==> src/rtl/polar_scan_to_cartesian_defines.svh <==
// assertion macros for the polar scan to cartesian converter
// no dependencies; included by the files that carry assertions
`ifndef POLAR_SCAN_TO_CARTESIAN_DEFINES_SVH
`define POLAR_SCAN_TO_CARTESIAN_DEFINES_SVH

`ifndef NO_ASSERTIONS
`define PST_ASSERT(label, clk, rstn, prop, msg) \
    label: assert property (@(posedge clk) disable iff (!rstn) (prop)) else $error(msg);
`define PST_ASSERT_SAME(label, clk, rstn, ante, cons, msg) \
    label: assert property (@(posedge clk) disable iff (!rstn) (ante) |-> (cons)) \
        else $error(msg);
`define PST_ASSERT_NEXT(label, clk, rstn, ante, cons, msg) \
    label: assert property (@(posedge clk) disable iff (!rstn) (ante) |=> (cons)) \
        else $error(msg);
`else
`define PST_ASSERT(label, clk, rstn, prop, msg)
`define PST_ASSERT_SAME(label, clk, rstn, ante, cons, msg)
`define PST_ASSERT_NEXT(label, clk, rstn, ante, cons, msg)
`endif

`endif

==> src/rtl/pst_pkg.sv <==
// constants, widths and the arctangent table of the polar to cartesian converter
// no dependencies
`timescale 1ns / 1ps

package pst_pkg;

    localparam int MAX_POINTS = 4096;
    localparam int INDEX_CAP  = ((MAX_POINTS > 4096) ? 4096 : MAX_POINTS) - 1;

    localparam int RANGE_W  = 17;
    localparam int INTEN_W  = 16;
    localparam int COORD_W  = 22;
    localparam int INDEX_W  = 12;
    localparam int START_W  = 20;
    localparam int STEP_W   = 19;
    localparam int CFG_IDX_W = 4;
    localparam int CFG_DAT_W = 20;

    localparam int ANGLE_W  = 33;   // start + index * step, signed
    localparam int APROD_W  = INDEX_W + STEP_W;
    localparam int TURN_W   = 19;   // reduced angle below one turn
    localparam int QUART_W  = 17;   // angle inside one quadrant
    localparam int VEC_W    = 32;   // cordic vector, q30
    localparam int ZANG_W   = 23;   // residual angle, 1/16 mdeg
    localparam int ATAN_W   = 20;
    localparam int PROD_W   = RANGE_W + VEC_W;
    localparam int SUM_W    = PROD_W + 1;
    localparam int FRAC_SH  = 26;   // 30 bit fraction less the 4 bit 1/16 mm scale
    localparam int SCALED_W = SUM_W - FRAC_SH;
    localparam int STEP_CNT_W = 5;

    localparam int TURN_MDEG    = 360000;
    localparam int QUARTER_MDEG = 90000;
    localparam int REDUCE_TOP   = 13;   // 360000 << 13 is above any angle sum
    localparam int CORDIC_ITERS = 18;
    localparam int CORDIC_GAIN  = 652032874;
    localparam int COORD_LIMIT  = 1048576;

    localparam logic [CFG_IDX_W-1:0] REG_FIRST_BEAM = CFG_IDX_W'(0);
    localparam logic [CFG_IDX_W-1:0] REG_ANGLE_STEP = CFG_IDX_W'(1);

    // arctan(2^-i) in 1/16 millidegree, rounded to nearest
    function automatic logic [ATAN_W-1:0] atan_entry(input logic [STEP_CNT_W-1:0] i);
        logic [ATAN_W-1:0] v;
        case (i)
            5'd0:    v = ATAN_W'(720000);
            5'd1:    v = ATAN_W'(425041);
            5'd2:    v = ATAN_W'(224580);
            5'd3:    v = ATAN_W'(114000);
            5'd4:    v = ATAN_W'(57221);
            5'd5:    v = ATAN_W'(28639);
            5'd6:    v = ATAN_W'(14323);
            5'd7:    v = ATAN_W'(7162);
            5'd8:    v = ATAN_W'(3581);
            5'd9:    v = ATAN_W'(1790);
            5'd10:   v = ATAN_W'(895);
            5'd11:   v = ATAN_W'(448);
            5'd12:   v = ATAN_W'(224);
            5'd13:   v = ATAN_W'(112);
            5'd14:   v = ATAN_W'(56);
            5'd15:   v = ATAN_W'(28);
            5'd16:   v = ATAN_W'(14);
            5'd17:   v = ATAN_W'(7);
            default: v = '0;
        endcase
        return v;
    endfunction

endpackage

==> src/rtl/polar_scan_to_cartesian.sv <==
// polar lidar sample to cartesian point converter, top level
// depends on pst_pkg and polar_scan_to_cartesian_defines.svh
//
//  channel   direction  handshake            payload
//  s_        in         s_valid / s_ready    s_range_mm, s_intensity, s_scan_start
//  m_        out        m_valid / m_ready    m_x_pos, m_y_pos, m_point_intensity,
//                                            m_point_index
//  cfg_      in         cfg_valid/cfg_ready  cfg_index, cfg_data
//
// a valid sample passes one angle multiply, one wrap, 14 compare/subtract steps of the
// modulo-turn reduction, one quadrant split, 18 shared cordic iterations, one fold,
// the x and y products on the shared range multiplier and a load of the output
// register before the next sample is accepted
// a sample with range zero or below is taken without leaving idle and gives no word
// synchronous active-low reset; cfg_ready is always high
// a stalled output word holds in the output register; the next sample is still
// accepted and computed, and waits in the last step until the register frees
`timescale 1ns / 1ps
`include "polar_scan_to_cartesian_defines.svh"

module polar_scan_to_cartesian (
    input  logic                                 aclk,
    input  logic                                 aresetn,
    input  logic                                 s_valid,
    output logic                                 s_ready,
    input  logic signed [pst_pkg::RANGE_W-1:0]   s_range_mm,
    input  logic        [pst_pkg::INTEN_W-1:0]   s_intensity,
    input  logic                                 s_scan_start,
    output logic                                 m_valid,
    input  logic                                 m_ready,
    output logic signed [pst_pkg::COORD_W-1:0]   m_x_pos,
    output logic signed [pst_pkg::COORD_W-1:0]   m_y_pos,
    output logic        [pst_pkg::INTEN_W-1:0]   m_point_intensity,
    output logic        [pst_pkg::INDEX_W-1:0]   m_point_index,
    input  logic                                 cfg_valid,
    output logic                                 cfg_ready,
    input  logic        [pst_pkg::CFG_IDX_W-1:0] cfg_index,
    input  logic        [pst_pkg::CFG_DAT_W-1:0] cfg_data
);
    import pst_pkg::*;

    localparam logic [3:0] ST_IDLE   = 4'd0;
    localparam logic [3:0] ST_ANGLE  = 4'd1;
    localparam logic [3:0] ST_WRAP   = 4'd2;
    localparam logic [3:0] ST_REDUCE = 4'd3;
    localparam logic [3:0] ST_QUAD   = 4'd4;
    localparam logic [3:0] ST_ROTATE = 4'd5;
    localparam logic [3:0] ST_FOLD   = 4'd6;
    localparam logic [3:0] ST_MUL_X  = 4'd7;
    localparam logic [3:0] ST_MUL_Y  = 4'd8;
    localparam logic [3:0] ST_EMIT   = 4'd9;

    logic [3:0]                  state_reg, state_next;
    logic [STEP_CNT_W-1:0]       step_reg, step_next;
    logic [INDEX_W-1:0]          sample_index_reg, sample_index_next;
    logic signed [START_W-1:0]   first_beam_reg, first_beam_next;
    logic [STEP_W-1:0]           angle_step_reg, angle_step_next;

    logic signed [RANGE_W-1:0]   range_reg, range_next;
    logic [INTEN_W-1:0]          inten_reg, inten_next;
    logic [INDEX_W-1:0]          idx_reg, idx_next;
    logic signed [ANGLE_W-1:0]   angle_reg, angle_next;
    logic [1:0]                  quad_reg, quad_next;
    logic signed [VEC_W-1:0]     x_reg, x_next;
    logic signed [VEC_W-1:0]     y_reg, y_next;
    logic signed [ZANG_W-1:0]    z_reg, z_next;
    logic signed [PROD_W-1:0]    prod_reg, prod_next;
    logic signed [COORD_W-1:0]   x_res_reg, x_res_next;

    logic                        m_valid_reg, m_valid_next;
    logic signed [COORD_W-1:0]   m_x_pos_reg, m_x_pos_next;
    logic signed [COORD_W-1:0]   m_y_pos_reg, m_y_pos_next;
    logic [INTEN_W-1:0]          m_inten_reg, m_inten_next;
    logic [INDEX_W-1:0]          m_index_reg, m_index_next;

    logic                        in_accept;
    logic                        out_free;
    logic [INDEX_W-1:0]          idx_now;
    logic [APROD_W-1:0]          angle_prod;
    logic signed [ANGLE_W-1:0]   turn_mult;
    logic [TURN_W-1:0]           angle_low;
    logic [1:0]                  quad_calc;
    logic [QUART_W-1:0]          quart_angle;
    logic signed [VEC_W-1:0]     dx, dy;
    logic signed [ZANG_W-1:0]    atan_val;
    logic signed [PROD_W-1:0]    mult_in;
    logic signed [COORD_W-1:0]   scaled;

    assign s_ready   = (state_reg == ST_IDLE);
    assign cfg_ready = 1'b1;
    assign in_accept = s_valid && s_ready;
    assign out_free  = !m_valid_reg || m_ready;

    assign m_valid           = m_valid_reg;
    assign m_x_pos           = m_x_pos_reg;
    assign m_y_pos           = m_y_pos_reg;
    assign m_point_intensity = m_inten_reg;
    assign m_point_index     = m_index_reg;

    assign idx_now    = s_scan_start ? '0 : sample_index_reg;
    assign angle_prod = APROD_W'(idx_reg) * APROD_W'(angle_step_reg);
    assign turn_mult  = ANGLE_W'(TURN_MDEG) << step_reg[3:0];
    assign angle_low  = angle_reg[TURN_W-1:0];

    // quadrant split of the reduced angle
    always_comb begin
        if (angle_low >= TURN_W'(3 * QUARTER_MDEG)) begin
            quad_calc   = 2'd3;
            quart_angle = QUART_W'(angle_low - TURN_W'(3 * QUARTER_MDEG));
        end else if (angle_low >= TURN_W'(2 * QUARTER_MDEG)) begin
            quad_calc   = 2'd2;
            quart_angle = QUART_W'(angle_low - TURN_W'(2 * QUARTER_MDEG));
        end else if (angle_low >= TURN_W'(QUARTER_MDEG)) begin
            quad_calc   = 2'd1;
            quart_angle = QUART_W'(angle_low - TURN_W'(QUARTER_MDEG));
        end else begin
            quad_calc   = 2'd0;
            quart_angle = QUART_W'(angle_low);
        end
    end

    // shared cordic shifter, floor shifts
    assign dx       = y_reg >>> step_reg;
    assign dy       = x_reg >>> step_reg;
    assign atan_val = $signed(ZANG_W'(atan_entry(step_reg)));

    // shared range multiplier and rounding with saturation
    assign mult_in = (state_reg == ST_MUL_X) ? PROD_W'(x_reg) : PROD_W'(y_reg);

    always_comb begin
        logic signed [SUM_W-1:0]    rsum;
        logic signed [SCALED_W-1:0] rshift;
        rsum   = SUM_W'(prod_reg) + SUM_W'(1 << (FRAC_SH - 1));
        rshift = SCALED_W'(rsum >>> FRAC_SH);
        if (rshift > SCALED_W'(COORD_LIMIT)) begin
            scaled = COORD_W'(COORD_LIMIT);
        end else if (rshift < -SCALED_W'(COORD_LIMIT)) begin
            scaled = -COORD_W'(COORD_LIMIT);
        end else begin
            scaled = rshift[COORD_W-1:0];
        end
    end

    always_comb begin
        state_next        = state_reg;
        step_next         = step_reg;
        sample_index_next = sample_index_reg;
        first_beam_next   = first_beam_reg;
        angle_step_next   = angle_step_reg;
        range_next        = range_reg;
        inten_next        = inten_reg;
        idx_next          = idx_reg;
        angle_next        = angle_reg;
        quad_next         = quad_reg;
        x_next            = x_reg;
        y_next            = y_reg;
        z_next            = z_reg;
        prod_next         = prod_reg;
        x_res_next        = x_res_reg;
        m_valid_next      = m_valid_reg && !m_ready;
        m_x_pos_next      = m_x_pos_reg;
        m_y_pos_next      = m_y_pos_reg;
        m_inten_next      = m_inten_reg;
        m_index_next      = m_index_reg;

        if (cfg_valid && cfg_ready) begin
            unique case (cfg_index)
                REG_FIRST_BEAM: first_beam_next = $signed(cfg_data[START_W-1:0]);
                REG_ANGLE_STEP: angle_step_next = cfg_data[STEP_W-1:0];
                default: ;
            endcase
        end

        unique case (state_reg)
            ST_IDLE: begin
                if (in_accept) begin
                    range_next = s_range_mm;
                    inten_next = s_intensity;
                    idx_next   = idx_now;
                    if (idx_now < INDEX_W'(INDEX_CAP)) begin
                        sample_index_next = idx_now + INDEX_W'(1);
                    end else begin
                        sample_index_next = INDEX_W'(INDEX_CAP);
                    end
                    // invalid range: only the index moves
                    if (s_range_mm > 0) begin
                        state_next = ST_ANGLE;
                    end
                end
            end
            ST_ANGLE: begin
                angle_next = ANGLE_W'(first_beam_reg) + $signed(ANGLE_W'(angle_prod));
                state_next = ST_WRAP;
            end
            ST_WRAP: begin
                // sum never drops below -2^19, one double turn makes it positive
                if (angle_reg < 0) begin
                    angle_next = angle_reg + ANGLE_W'(2 * TURN_MDEG);
                end
                step_next  = STEP_CNT_W'(REDUCE_TOP);
                state_next = ST_REDUCE;
            end
            ST_REDUCE: begin
                if (angle_reg >= turn_mult) begin
                    angle_next = angle_reg - turn_mult;
                end
                step_next = step_reg - STEP_CNT_W'(1);
                if (step_reg == '0) begin
                    state_next = ST_QUAD;
                end
            end
            ST_QUAD: begin
                quad_next  = quad_calc;
                x_next     = VEC_W'(CORDIC_GAIN);
                y_next     = '0;
                z_next     = $signed(ZANG_W'({quart_angle, 4'b0000}));
                step_next  = '0;
                state_next = ST_ROTATE;
            end
            ST_ROTATE: begin
                if (!z_reg[ZANG_W-1]) begin
                    x_next = x_reg - dx;
                    y_next = y_reg + dy;
                    z_next = z_reg - atan_val;
                end else begin
                    x_next = x_reg + dx;
                    y_next = y_reg - dy;
                    z_next = z_reg + atan_val;
                end
                step_next = step_reg + STEP_CNT_W'(1);
                if (step_reg == STEP_CNT_W'(CORDIC_ITERS - 1)) begin
                    state_next = ST_FOLD;
                end
            end
            ST_FOLD: begin
                case (quad_reg)
                    2'd1: begin
                        x_next = -y_reg;
                        y_next = x_reg;
                    end
                    2'd2: begin
                        x_next = -x_reg;
                        y_next = -y_reg;
                    end
                    2'd3: begin
                        x_next = y_reg;
                        y_next = -x_reg;
                    end
                    default: ;
                endcase
                state_next = ST_MUL_X;
            end
            ST_MUL_X: begin
                prod_next  = PROD_W'(range_reg) * mult_in;
                state_next = ST_MUL_Y;
            end
            ST_MUL_Y: begin
                x_res_next = scaled;
                prod_next  = PROD_W'(range_reg) * mult_in;
                state_next = ST_EMIT;
            end
            ST_EMIT: begin
                if (out_free) begin
                    m_valid_next = 1'b1;
                    m_x_pos_next = x_res_reg;
                    m_y_pos_next = scaled;
                    m_inten_next = inten_reg;
                    m_index_next = idx_reg;
                    state_next   = ST_IDLE;
                end
            end
            default: state_next = ST_IDLE;
        endcase
    end

    always_ff @(posedge aclk) begin
        if (!aresetn) begin
            state_reg        <= ST_IDLE;
            step_reg         <= '0;
            sample_index_reg <= '0;
            first_beam_reg   <= '0;
            angle_step_reg   <= STEP_W'(1000);
            m_valid_reg      <= 1'b0;
        end else begin
            state_reg        <= state_next;
            step_reg         <= step_next;
            sample_index_reg <= sample_index_next;
            first_beam_reg   <= first_beam_next;
            angle_step_reg   <= angle_step_next;
            m_valid_reg      <= m_valid_next;
        end
    end

    always_ff @(posedge aclk) begin
        range_reg   <= range_next;
        inten_reg   <= inten_next;
        idx_reg     <= idx_next;
        angle_reg   <= angle_next;
        quad_reg    <= quad_next;
        x_reg       <= x_next;
        y_reg       <= y_next;
        z_reg       <= z_next;
        prod_reg    <= prod_next;
        x_res_reg   <= x_res_next;
        m_x_pos_reg <= m_x_pos_next;
        m_y_pos_reg <= m_y_pos_next;
        m_inten_reg <= m_inten_next;
        m_index_reg <= m_index_next;
    end

    `PST_ASSERT_NEXT(a_invalid_skips, aclk, aresetn, in_accept && (s_range_mm <= 0),
        s_ready, "invalid range started a conversion")
    `PST_ASSERT_NEXT(a_scan_restart, aclk, aresetn, in_accept && s_scan_start,
        sample_index_reg == INDEX_W'(1), "scan start did not restart the index")
    `PST_ASSERT_NEXT(a_rotate_len, aclk, aresetn,
        (state_reg == ST_ROTATE) && (step_reg == STEP_CNT_W'(CORDIC_ITERS - 1)),
        state_reg == ST_FOLD, "cordic did not stop after the last iteration")
    `PST_ASSERT(a_index_cap, aclk, aresetn, sample_index_reg <= INDEX_W'(INDEX_CAP),
        "sample index above its cap")
    `PST_ASSERT_SAME(a_coord_limit, aclk, aresetn, m_valid_reg,
        (m_x_pos_reg <= COORD_W'(COORD_LIMIT)) && (m_x_pos_reg >= -COORD_W'(COORD_LIMIT))
        && (m_y_pos_reg <= COORD_W'(COORD_LIMIT)) && (m_y_pos_reg >= -COORD_W'(COORD_LIMIT)),
        "output word outside coordinate limit")

endmodule

==> config.mk <==
export PLATFORM = sky130hd
export DESIGN_NAME = polar_scan_to_cartesian
export DESIGN_NICKNAME = d
export VERILOG_FILES = /design/src/rtl/pst_pkg.sv /design/src/rtl/polar_scan_to_cartesian.sv
export VERILOG_INCLUDE_DIRS = /design/src /design/src/rtl
export SDC_FILE = /design/constraint.sdc
export NUM_CORES = 2
export LEC_CHECK = 0
export BUFFER_PORTS_ARGS = -buffer_cell sky130_fd_sc_hd__buf_4
export CAP_MARGIN = 5
export CELL_PAD_IN_SITES_DETAIL_PLACEMENT = 1
export CELL_PAD_IN_SITES_GLOBAL_PLACEMENT = 1
export CORE_MARGIN = 2
export CORE_UTILIZATION = 35
export DETAILED_ROUTE_END_ITERATION = 16
export PLACE_DENSITY = 0.59
export REMOVE_ABC_BUFFERS = 1
export SYNTH_ARGS = -nofsm -noshare
export SYNTH_HDL_FRONTEND = slang
export SYNTH_SLANG_ARGS = --single-unit
==> constraint.sdc <==
create_clock -name aclk -period 11.2 [get_ports aclk]
set_input_delay 0.56 -clock aclk [delete_from_list [all_inputs] [get_ports aclk]]
set_output_delay 0.56 -clock aclk [all_outputs]
set_load 0.02 [all_outputs]
# Yosys cells after proc, flatten, opt, wreduce, memory -nomap -nowiden
# Memory sizes are Yosys's and may differ from the RTL's. A register that Yosys moved wholly into a read port is not among the register bits.
# Cells that the tools add are included.
classes:
  n_addsub: 18
  mul: 2
  magnitude_cmp: 9
  n_eq_ne: 22
  shifts: 3
  n_mux: 32
  n_reduce_logical: 21
op_table:
  columns: ["operator", "count"]
  rows:
  - ["$pmux W32 S3", 4]
  - ["$pmux W33 S3", 1]
  - ["$mux W33", 2]
  - ["$add A32 B32 Y32", 2]
  - ["$mux W32", 2]
  - ["$neg A32 Y32", 2]
  - ["$sshr A32 B5 Y32", 2]
  - ["$sub A32 B32 Y32", 2]
  - ["$mux W17", 3]
  - ["$add A49 B27 Y50 const B", 1]
  - ["$mul A17 B49 Y49", 1]
  - ["$mux W49", 1]
  - ["$pmux W23 S2", 1]
  - ["$mux W22", 2]
  - ["$pmux W4 S10", 1]
  - ["$add A20 B32 Y33", 1]
  - ["$add A33 B21 Y33 const B", 1]
  - ["$ge A33 B33 Y1", 1]
  - ["$lt A33 B1 Y1 const B", 1]
  - ["$shl A19 B4 Y33 const A", 1]
  - ["$sub A33 B33 Y33", 1]
  - ["$mul A12 B19 Y31", 1]
  - ["$gt A24 B22 Y1 const B", 1]
  - ["$lt A24 B21 Y1 const B", 1]
  - ["other kinds (41)", 71]
word_totals:
  register_bits: 371
  rom_bits: 640
  in_bits: 63
  memories: 1
memory_table:
  columns: ["name", "depth", "width", "rd", "rd_ports_with_merged_regs", "write_ports", "line_no", "text"]
  rows:
  - ["(no name shown)", 32, 20, 1, 1, 0, "pst_pkg.sv:45", "case (i)"]

# Longest topological paths before layout
depth:
  word_depth: 5
  depth_mapped: 35
  ltp_nobuf: 33

# Worst setup path before layout
# OpenSTA, ideal clock, no wires.
synth_timing:
  kind: "register to register"
  from: "register step_reg[2]"
  to: "register angle_reg[10], enable pin"
  setup_ns: 0.551
  arrival_ns: 8.014
  setup_slack_ns: 2.635
  path_stages_with_launch: 21
  path_cell_list: "dfxtp_1 > buf_6 > buf_4 > buf_6 > buf_2 > buf_2 > buf_1 > clkbuf_1 > and2_1 > o21ai_0 > ha_1 > a21o_1 > a21o_1 > a221o_1 > a211oi_1 > a31oi_1 > a31oi_1 > o21a_1 > nor2_1 > o21ai_0 > a2111oi_0"
synth_between:
  elab_chain_len: 4
synth_rtl:
  columns: ["element", "line_no", "text"]
  rows:
  - ["start, declared", "polar_scan_to_cartesian.sv:54", "logic [STEP_CNT_W-1:0] step_reg, step_next;"]
  - ["start signal, assigned", "polar_scan_to_cartesian.sv:286", "step_reg <= step_next;"]
  - ["$shl A19 B4 Y33", "polar_scan_to_cartesian.sv:102", "assign turn_mult = ANGLE_W'(TURN_MDEG) << step_reg[3:0];"]
  - ["$ge A33 B33 Y1", "polar_scan_to_cartesian.sv:204", "if (angle_reg >= turn_mult) begin"]
  - ["$ne A2 B2 Y1 (no line)", null, null]
  - ["$reduce_and A3 Y1 (no line)", null, null]
  - ["end signal, assigned", "polar_scan_to_cartesian.sv:298", "angle_reg <= angle_next;"]
  - ["end, declared", "polar_scan_to_cartesian.sv:62", "logic signed [ANGLE_W-1:0] angle_reg, angle_next;"]
# Every way passes these cells.
# A chain may end at the register's enable or synchronous reset.

# Worst setup path after layout
layout_timing:
  from: "register state_reg[3]"
  to: "register prod_reg[42], data pin"
layout_between:
  elab_chain_len: 3
layout_rtl:
  columns: ["element", "line_no", "text"]
  rows:
  - ["start, declared", "polar_scan_to_cartesian.sv:53", "logic [3:0] state_reg, state_next;"]
  - ["start signal, assigned", "polar_scan_to_cartesian.sv:285", "state_reg <= state_next;"]
  - ["$eq A4 B3 Y1", "polar_scan_to_cartesian.sv:128, polar_scan_to_cartesian.sv:174", null]
  - ["$mux W49", "polar_scan_to_cartesian.sv:128", "assign mult_in = (state_reg == ST_MUL_X) ? PROD_W'(x_reg) : PROD_W'(y_reg);"]
  - ["$mul A17 B49 Y49", "polar_scan_to_cartesian.sv:254, polar_scan_to_cartesian.sv:259", null]
  - ["end signal, assigned", "polar_scan_to_cartesian.sv:303", "prod_reg <= prod_next;"]
  - ["end, declared", "polar_scan_to_cartesian.sv:67", "logic signed [PROD_W-1:0] prod_reg, prod_next;"]
# Every way passes these cells.

==> results.yml <==
logic_synthesis:
  syn_avg_cell_area_sq_um: 8.93
  syn_area_sq_um: 56200
  ys.warnings.count: 0
  synthXorXnorAreaFrac_pct: 5.66
  synth_enable_flop_cells: 285
  synth_compound_area_share_pct: 13.1
  seq_area_frac_synth_pct: 18.1
  synth-async-reset-ratio_pct: 0
  synth.area.mux_share_pct: 5.23
  synth_top_family_by_area: "adder cells"
  syn_inst: 6290
  synth-simple-area-share_pct: 16.7
  synthFlopType: "edfxtp_1"
  yosysUniqueCellTypes: 99
  synth_seq_cells: 366
  synth_adder_area_share_pct: 32.7
power_and_ir_drop:
  power.leakage_nw: 26.2
  vdd_drop_max_mv: 0.537
  p_int_mw: 9.28
  switching_power_mw: 9.28
  power.share.combinational_pct: 78.6
  swShare_pct: 50.0
  seqPwrFrac_pct: 12.6
  p_clk_share_pct: 8.8
  powerDensity_nw_per_um2: 306
sta:
  post-route-min-period_ns: 8.54
  min_period_over_period_pct: 76.3
  worst_pin_slew_ns: 1.09
  slew_headroom_pct: 26.9
  setup_viol: 0
  rsz0062_at_grt: "false"
  fmax_ghz: 0.117
  fin_ws_ns: 2.66
  skew_ns: 0.0710
  finalHoldViolCount: 0
  slew_viol_final: 0
placement:
  placed_area_sq_um: 59100
  gp_congestion: 0.919
  dp_slack_ns: 2.74
  port_buffers: 136
  dpl.hpwl_um: 143000
finish:
  fillers: 18589
  stdcell_area_sq_um: 60700
  seq_area_sq_um: 10200
  nets: 7335
  multi_input_area_sq_um: 41300
  area_delta_synth_final_pct: 8.07
  largest_reg_flops: 33
  n_antenna_cell: 0
  drive_gt1_share_pct: 8.37
worst_setup_path:
  cp-endpoint: "prod_reg[42]"
  cp.arrival_ns: 8.96
  regToRegSetupSlack_ns: 2.66
  required_ns: 11.61
  cp-startpoint: "state_reg[3]"
  cp-end-kind: "register"
  critPathKind: "register to register"
  cp_max_fo: 34
  r2r_start: "state_reg[3]"
  startpoint_type: "register"
  r2r-end: "prod_reg[42]"
  ff2ff_path_depth: 27
global_route:
  grt_use_total_pct: 22.9
  grt-ovfl-total: 0
  antenna_found_initial: 2
  grt_pass1_wl_um: 292000
  grt_max_degree: 72
  grt_pass1_vias: 48567
clocking:
  cts_sinks: 366
  clkLatencyLatePin_ns: 0.69
  htree_levels: 2
  numCtsBuffers: 48
  tritoncts: "done"
  clockRootBuffer: "clkbuf_16"
  cts_resized: 0
  path_clk_slew_ns: 0.06
  postCtsSetupRepairBufs: 0
  cts_hold_buf: 0
  cts_buffer_depth: 3
die:
  core.rowCount: 147
  coreArea_sq_um: 160000
  io_pins: 138
  die_x_um: 405
  die_h_um: 405
  die-area_sq_um: 164000
  start_util_pct: 35.1
drt:
  drt_iter0_drc: 2889
  vias_per_cell: 5.47
  antenna_left: 0
  drt-pass1-iter-count: 8
  vias: 45641
  drt_wl_total_um: 186000
  wire_per_inst_um: 22.3
  route.detailed.drc: 0
run:
  maxCapViolCount: 0
hold_path:
  hold_path_class: "input pin to register"
  worstHoldPathCells: 1
run_status:
  status: "finished clean"
[power groups by stage]
stage	Combinational, mW	Sequential (mW)	Clock [mW]
finish	14.6	2.34	1.62
floorplan	10.8	2.35	0
global placement	14.5	2.36	0
global route	16.7	2.36	1.71
CTS	14.8	2.34	1.68
detailed placement	14.7	2.37	0
[placed cells by master, fill, tap and decap left out, types with 52 or more instances in the layout]
cell type / Yosys / routed
a21o_1: 89 / 89
a21oi_1: 334 / 333
and2_1: 289 / 289
buf_4: 14 / 242
dfxtp_1: 81 / 77
edfxtp_1: 285 / 285
fa_1: 695 / 695
ha_1: 357 / 357
inv_1: 838 / 836
mux2_2: 63 / 63
mux2i_1: 53 / 52
mux4_2: 65 / 65
nand2_1: 827 / 826
nand2b_1: 53 / 53
nand3_1: 84 / 84
nor2_1: 334 / 332
nor2b_1: 63 / 62
nor3_1: 85 / 81
o21ai_0: 240 / 239
xnor2_1: 209 / 209
xor2_1: 154 / 154
[synthesized netlist by cell type, drive strengths merged, types with 12 or more instances]
master / n / area, sq um
a211o: 16 / 140
a211oi: 28 / 210
a21o: 89 / 668
a21oi: 334 / 1670
a221o: 13 / 130
a221oi: 25 / 231
a22oi: 31 / 233
a31oi: 42 / 263
and2: 289 / 1810
and3: 33 / 206
and4: 12 / 105
buf: 70 / 503
clkbuf: 292 / 1100
dfxtp: 81 / 1620
edfxtp: 285 / 8560
fa: 695 / 13900
ha: 357 / 4470
inv: 838 / 3150
mux2: 63 / 709
mux2i: 53 / 531
mux4: 74 / 1700
nand2: 827 / 3100
nand2b: 53 / 332
nand3: 84 / 420
nand4: 30 / 188
nor2: 334 / 1250
nor2b: 63 / 394
nor3: 86 / 435
nor3b: 14 / 110
nor4: 27 / 175
o211ai: 42 / 320
o21a: 37 / 278
o21ai: 244 / 1220
o21bai: 19 / 143
o221ai: 26 / 234
o22ai: 48 / 307
o31ai: 26 / 195
or2: 31 / 196
or3: 44 / 275
or4: 19 / 146
xnor2: 209 / 1830
xor2: 154 / 1350
[worst min-delay path by stage]
stage,start,endpoint,slack [ns]
after detailed placement,inten_reg[1],m_point_intensity[1],0.41
after CTS,s_intensity[13],inten_reg[13],0.01
after global routing,s_intensity[12],inten_reg[12],0.04
after global placement,inten_reg[5],m_point_intensity[5],0.40
after floorplan,inten_reg[0],m_point_intensity[0],0.40
final,s_range_mm[14],range_reg[14],0.06
[layer usage]
layer / vias to the layer above / global-route usage, % / part of all wire [%]
met4: 0 / 5.82 / 2.3
met1: 23622 / 31.5 / 45
met3: 217 / 2.27 / 4.4
met2: 989 / 38.4 / 48
met5: - / 0 / 0
li1: 20813 / - / -
[per-stage QoR]
stage	std cells	setup TNS [ns]	total power, mW	hold WS (ns)	utilization (%)
floorplan	5928	-2.38	13.2	0.400	-
global placement	8256	0	16.9	0.401	36.9
detailed placement	8256	0	17.1	0.405	36.9
CTS	8344	0	18.9	0.00989	37.9
global route	8344	0	20.8	0.0370	37.9
finish	8344	0	18.6	0.0581	37.9
[worst max-delay path, stage by stage (launching register included)]
cell and delay, ns:
dfxtp_1 0.78, nand4b_1 0.21, buf_4 0.50, mux2_2 0.61, nand2_1 0.15, fa_1 0.53
inv_1 0.06, fa_1 0.54, inv_1 0.06, fa_1 0.51, inv_1 0.06, fa_1 0.54
inv_1 0.07, fa_1 0.49, inv_1 0.06, fa_1 0.45, ha_1 0.35, nand4_1 0.11
nor4_1 0.35, nand4_1 0.15, o211a_1 0.28, a21oi_1 0.15, buf_4 0.22, o21ai_0 0.11
o31ai_1 0.43, a31o_2 0.25, a21oi_1 0.08, xnor2_1 0.13
[kinds of logic after synthesis]
family / after synthesis
AOI/OAI and AO/OA: 1141
xor gates and xnor gates: 363
adders and majority gates: 1052
buffers and inverters: 1205
DFF: 366
muxes: 190
other: 1
and+or+nand+nor: 1972
[area by class of cell]
class	instances	share of cell area, %
clock buffers	60	2.05
clock inverters	28	0.559
inverters	843	5.21
multi-input cells	4719	68.1
flip-flops and latches	366	16.8
well taps	2086	4.30
repair buffers	242	2.99
(Power assumes the default switching activity.)
